$ cat src/hdl/cau_pkg.sv
`timescale 1ns / 1ps
// ----------------------------------------------------------------------------
// cau_pkg
// Shared types, opcodes and helpers for the complex arithmetic unit.
// ----------------------------------------------------------------------------
package cau_pkg;

  localparam int unsigned FracBitsDefault = 8;
  localparam int unsigned QuoBits         = 16;

  typedef enum logic [1:0] {
    OP_ADD = 2'd0,
    OP_SUB = 2'd1,
    OP_MUL = 2'd2,
    OP_DIV = 2'd3
  } cau_op_e;

  typedef struct packed {
    logic [1:0]         kind;
    logic signed [15:0] a_real;
    logic signed [15:0] a_imag;
    logic signed [15:0] b_real;
    logic signed [15:0] b_imag;
  } cau_req_t;

  typedef struct packed {
    logic signed [15:0] res_real;
    logic signed [15:0] res_imag;
    logic               mag_less;
    logic               mag_greater;
    logic               same_value;
    logic               div_by_zero;
    logic               saturated;
  } cau_rsp_t;

  // Side data that travels along the divider chain
  typedef struct packed {
    logic [1:0]         kind;
    logic signed [15:0] rr;     // non-divide result, already clipped
    logic signed [15:0] ri;
    logic               sat;
    logic               ml;
    logic               mg;
    logic               eq;
    logic               dz;
    logic               neg_r;  // divide quotient signs
    logic               neg_i;
    logic               ovf_r;  // quotient magnitude >= 2^16
    logic               ovf_i;
  } cau_side_t;

  // Clip a 33-bit signed value to 16 bits; MSB of result is the clip flag
  function automatic logic [16:0] clip33(input logic signed [32:0] v);
    logic [16:0] r;
    if (v > 33'sd32767) begin
      r = {1'b1, 16'h7FFF};
    end else if (v < -33'sd32768) begin
      r = {1'b1, 16'h8000};
    end else begin
      r = {1'b0, v[15:0]};
    end
    return r;
  endfunction

endpackage

$ cat src/hdl/cau_div_cell.sv
`timescale 1ns / 1ps
// ----------------------------------------------------------------------------
// cau_div_cell
// One restoring-division cell: resolves quotient bit K for both components.
// ----------------------------------------------------------------------------
module cau_div_cell import cau_pkg::*; #(
  parameter int unsigned RW = 48,
  parameter int unsigned K  = 0
) (
  input  logic               clk_i,
  input  logic               rst_ni,
  input  logic               en_i,
  input  logic               valid_i,
  input  cau_side_t          side_i,
  input  logic [31:0]        d_i,
  input  logic [RW-1:0]      rem_r_i,
  input  logic [RW-1:0]      rem_i_i,
  input  logic [QuoBits-1:0] q_r_i,
  input  logic [QuoBits-1:0] q_i_i,
  output logic               valid_o,
  output cau_side_t          side_o,
  output logic [31:0]        d_o,
  output logic [RW-1:0]      rem_r_o,
  output logic [RW-1:0]      rem_i_o,
  output logic [QuoBits-1:0] q_r_o,
  output logic [QuoBits-1:0] q_i_o
);

  logic [RW-1:0]      dk, rem_r_d, rem_i_d;
  logic [QuoBits-1:0] q_r_d, q_i_d;
  logic               valid_q;
  cau_side_t          side_q;
  logic [31:0]        d_q;
  logic [RW-1:0]      rem_r_q, rem_i_q;
  logic [QuoBits-1:0] q_r_q, q_i_q;

  // trial subtract of the shifted divisor
  always_comb begin
    dk      = RW'(d_i) << K;
    rem_r_d = rem_r_i;
    rem_i_d = rem_i_i;
    q_r_d   = q_r_i;
    q_i_d   = q_i_i;
    if (rem_r_i >= dk) begin
      rem_r_d  = rem_r_i - dk;
      q_r_d[K] = 1'b1;
    end
    if (rem_i_i >= dk) begin
      rem_i_d  = rem_i_i - dk;
      q_i_d[K] = 1'b1;
    end
  end

  always_ff @(posedge clk_i or negedge rst_ni) begin
    if (!rst_ni) begin
      valid_q <= 1'b0;
    end else if (en_i) begin
      valid_q <= valid_i;
    end
  end

  always_ff @(posedge clk_i) begin
    if (en_i) begin
      side_q  <= side_i;
      d_q     <= d_i;
      rem_r_q <= rem_r_d;
      rem_i_q <= rem_i_d;
      q_r_q   <= q_r_d;
      q_i_q   <= q_i_d;
    end
  end

  assign valid_o = valid_q;
  assign side_o  = side_q;
  assign d_o     = d_q;
  assign rem_r_o = rem_r_q;
  assign rem_i_o = rem_i_q;
  assign q_r_o   = q_r_q;
  assign q_i_o   = q_i_q;

endmodule

$ cat config.mk
export PLATFORM = sky130hd
export DESIGN_NAME = cau_div_cell
export DESIGN_NICKNAME = d
export VERILOG_FILES = /design/src/hdl/cau_pkg.sv /design/src/hdl/cau_div_cell.sv
export SDC_FILE = /design/constraint.sdc
export NUM_CORES = 1
export LEC_CHECK = 0
export BUFFER_PORTS_ARGS = -buffer_cell sky130_fd_sc_hd__buf_2
export CAP_MARGIN = 20
export CORE_AREA = 2 2 158 160
export CTS_CLUSTER_DIAMETER = 40
export DETAILED_ROUTE_END_ITERATION = 16
export DIE_AREA = 0 0 160 162
export PLACE_DENSITY = 0.75
export SLEW_MARGIN = 20
export SYNTH_ARGS = -nofsm -noshare
export SYNTH_HDL_FRONTEND = slang
export SYNTH_SLANG_ARGS = --single-unit
$ cat constraint.sdc
create_clock -name clk_i -period 1 [get_ports clk_i]
set_clock_uncertainty 0.05 [all_clocks]
set_input_delay 0 -clock clk_i [delete_from_list [all_inputs] [get_ports clk_i]]
set_output_delay 0 -clock clk_i [all_outputs]
set_load 0.1 [all_outputs]
==> results of run 1 <==
[through the flow]
| stage | utilization | worst slack [ps] | cell area (um2) | hold WS, ps |
|---|---|---|---|---|
| floorplan | - | -1710 | 11900 | -346 |
| detailed placement | 0.827 | -2030 | 19900 | -271 |
| global placement | 0.827 | -1910 | 19900 | -274 |
[cells by family after synthesis]
logic type               count (synthesis)
AND/OR/NAND/NOR                        312
AO/OA/AOI/OAI                          288
flip-flops                             204
XOR/XNOR                                87
buffers and inverters                   80
adder cells (fa/ha/maj)                 66
multiplexers                             7
==> flow_metrics.tcl, run 1 <==
set metrics [dict create \
    synth_xor_area_frac 0.0667 \
    synth_fp_nets 1317 \
    cts_setup_buffers 62 \
    synth_cell_type_count 65 \
    num_rows 57 \
    lastStage "4_1_cts" \
    initial_utilization 0.474 \
    ios 411 \
    synthFlopType "edfxtp_1" \
    gp_congestion 0.930 \
    synth_compound_area_frac 0.156 \
    synth_top_family_by_area "compound AO/OA/AOI/OAI gates" \
    fp.dieW_um 160 \
    synth_fa_ha_area_frac 0.0736 \
    avgSynthCellArea_um2 10.9 \
    syn_area_um2 11400 \
    holdBufCountCts 202 \
    ctsResizeCount 342 \
    synthSimpleGateAreaFrac 0.132 \
    synth.top_cell.area_share 0.533 \
    ys_seq_area_frac 0.536 \
    hpwl_um 39800 \
    htreeDepth 2 \
    synth_edf_count 203 \
    synth_top_area_cell "edfxtp_1" \
    clockBufferDepth 3 \
    dieHeight_um 162 \
    async_flop_share 0.00490 \
    cts-buffers-inserted 35 \
    cts_root_buf "clkbuf_16" \
    ys_top_cells_by_count "edfxtp_1, a21oi_1, nor2_1" \
    yosys_warnings 0 \
    stop_error "[ERROR DPL-0038] Utilization greater than 100%, impossible to legalize" \
    dp.cells 2092 \
    netlist_top_cells_area "edfxtp_1, ha_1, a21oi_1, xnor2_1, nor2_1" \
    syn_inst 1044 \
    outcome "did not finish" \
    cts.sinks 204 \
    port_buffers 410 \
    ys_ff_latch 204 \
    synth_most_common_cell "edfxtp_1" \
    synthMuxAreaShare 0.00821 \
]
==> inputs of run 2 (changes only) <==
Settings changed: CORE_AREA 2 2 158 160 to not set, CORE_UTILIZATION set to 37, CTS_CLUSTER_DIAMETER 40 to not set, DIE_AREA 0 0 160 162 to not set, PLACE_DENSITY 0.75 to not set, PLACE_DENSITY_LB_ADDON set to 0.15.
==> flow_metrics.tcl, run 2 <==
set metrics [dict create \
    overflow 0 \
    critPathBufInv 5 \
    final_common_cell "buf_4" \
    synth_top_area_cell "edfxtp_1" \
    r2r-end "valid_o" \
    path_cells "buf_2 > inv_1 > ha_1 > nand4_1 > a21oi_2 > o21ai_4 > a211oi_4 > o21ai_4 > buf_4 > nand2_2 > buf_6 > clkbuf_16 > nand4_1 > xnor2_1" \
    finalHoldViolations 5 \
    p_per_area_nw_per_um2 1540 \
    fin_tns_setup_ps -151500 \
    cap_viol_max_count 0 \
    ios 411 \
    stdcell_count 2443 \
    hold_class "input pin to flop" \
    clockBufferDepth 3 \
    worst_ep_required_time_ps 1230 \
    utilization 0.827 \
    drt-pass1-iter-count 5 \
    ys_seq_area_frac 0.536 \
    finalCritPeriodShare 2.30 \
    worstSetupEndpointType "flop" \
    avgSynthCellArea_um2 10.9 \
    area_delta_synth_final_pct 117 \
    slowest_delay_ps 370 \
    cts-buffers-inserted 24 \
    drt_wl_total_um 52500 \
    rr_worst_depth 1 \
    synth_cell_type_count 65 \
    gp_congestion 0.913 \
    synth_edf_count 203 \
    port_buffers 410 \
    dieHeight_um 178 \
    antenna_found_initial 8 \
    die_area_um2 31600 \
    power_switching_share 0.392 \
    critPathLaunch "d_i[8]" \
    netlist_top_cells_area "edfxtp_1, ha_1, a21oi_1, xnor2_1, nor2_1" \
    internal-power_mw 23.2 \
    timing_worst_setup_path_type "input pin to flop" \
    ys_ff_latch 204 \
    fmax_mhz 435 \
    clkPwrFrac 0.237 \
    p_leak_nw 10.3 \
    post-place-ws_ps -1980 \
    ant_nets 0 \
    crit_cells 14 \
    critPathTopFamily "compound AO/OA/AOI/OAI gates" \
    grt_pass1_vias 12800 \
    async_flop_share 0.00490 \
    crit_end "rem_r_o[36]" \
    finalSetupViolations 302 \
    slew_violations 0 \
    slew_headroom 0.568 \
    hpwl_um 34600 \
    cts_root_buf "clkbuf_16" \
    core_area_um2 30000 \
    num_rows 63 \
    path_max_fanout 5 \
    vias_per_cell 5.26 \
    vias 12900 \
    synth_most_common_cell "edfxtp_1" \
    nets 2302 \
    clock_latency_ps 520 \
    synth_fp_nets 1317 \
    yosys_warnings 0 \
    dp.cells 2136 \
    grt_max_degree 54 \
    final.min_clock_period_ps 2300 \
    avgRoutedWirePerCell_um 21.5 \
    cp.arrival_ps 2540 \
    ir_drop_v 0.00143 \
    dpl_cell_area_um2 19800 \
    p_seq_frac 0.298 \
    fin_ws_ps -1300 \
    drive_above_1_share 0.540 \
    clkTransAtPathRegs_ps 60 \
    startpoint_type "input pin" \
    cts.sinks 204 \
    outcome "complete, but fails checks" \
    tightest_slew_ps 632 \
    worstReg2RegStart "valid_o" \
    ys_top_cells_by_count "edfxtp_1, a21oi_1, nor2_1" \
    initial_utilization 0.380 \
    htreeDepth 1 \
    grt_pass1_wl_um 72000 \
    ff2ff_setup_slack_ps 70 \
    p_switching_mw 15.0 \
    synth.top_cell.area_share 0.533 \
    drcViolationCount 0 \
    grt_use_total 0.301 \
    design_area_um2 24800 \
    layout_common_cells "buf_4, buf_12, edfxtp_1, dlygate4sd3_1, buf_2" \
    violations "negative hold slack, negative setup slack" \
    whs_ps -245 \
    cpMaxStageDelayCell "ha_1" \
    drtIter0Drc 1028 \
    power_frac_comb 0.465 \
    cts_tree "done" \
    power_mw 38.2 \
    rsz0062_at_grt "yes" \
    synthFlopType "edfxtp_1" \
    syn_inst 1044 \
    fp.dieW_um 178 \
    syn_area_um2 11400 \
]
-- run 2: what timing repair did --
item,4_1_cts,5_1_grt
hold buffers,201,2
gates resized for setup,102,240
endpoints found under the hold margin,271,6
cloned,3,7
setup buffers,23,24
pin swaps,33,55
setup endpoints to repair,302,302
-- run 2: cell families after synthesis --
kind of cell             count (synthesis)  synth area share
multiplexers                             7           0.00821
flip-flops                             204             0.536
AO/OA/AOI/OAI                          288             0.156
AND/OR/NAND/NOR                        312             0.132
adder cells (fa/ha/maj)                 66            0.0736
XOR/XNOR                                87            0.0667
buffers and inverters                   80            0.0282
-- run 2: per-layer routing --
layer	up-vias	track usage	part of all wire
li1	5899	-	-
met1	6234	0.348	0.37
met2	565	0.540	0.51
met3	158	0.0510	0.064
met4	2	0.136	0.051
met5	-	0	0.00025
-- run 2: worst min-delay path by stage --
stage                     depth (start not counted)  slack [ps]         from     endpoint
after floorplan                                   0        -350       rst_ni      valid_o
after global placement                            1        -270       rst_ni      valid_o
after detailed placement                          1        -270       rst_ni      valid_o
after CTS                                         2        -260  rem_i_i[42]  rem_i_o[42]
after global routing                              3        -210   rem_r_i[0]   rem_r_o[0]
final                                             3        -240   rem_r_i[0]   rem_r_o[0]
-- run 2: final cells by class --
type	count	area, um2
fill	1615	5210
timing repair buffer	990	10500
tap	390	488
sequential	204	6120
clock buffer	32	672
multi-input combinational	761	6730
inverter	48	210
antenna	7	17.5
clock inverter	11	135
-- run 2: power groups by stage --
stage | clock network [mW] | registers (mW) | logic, mW
after floorplan | 0 | 17.6 | 2.75
after global placement | 0 | 11.5 | 15.8
after detailed placement | 0 | 11.5 | 15.9
after CTS | 9.19 | 11.4 | 16.8
after global routing | 9.54 | 11.4 | 18.3
final | 9.07 | 11.4 | 17.8
Note: power is estimated with default switching activity, not from simulation.
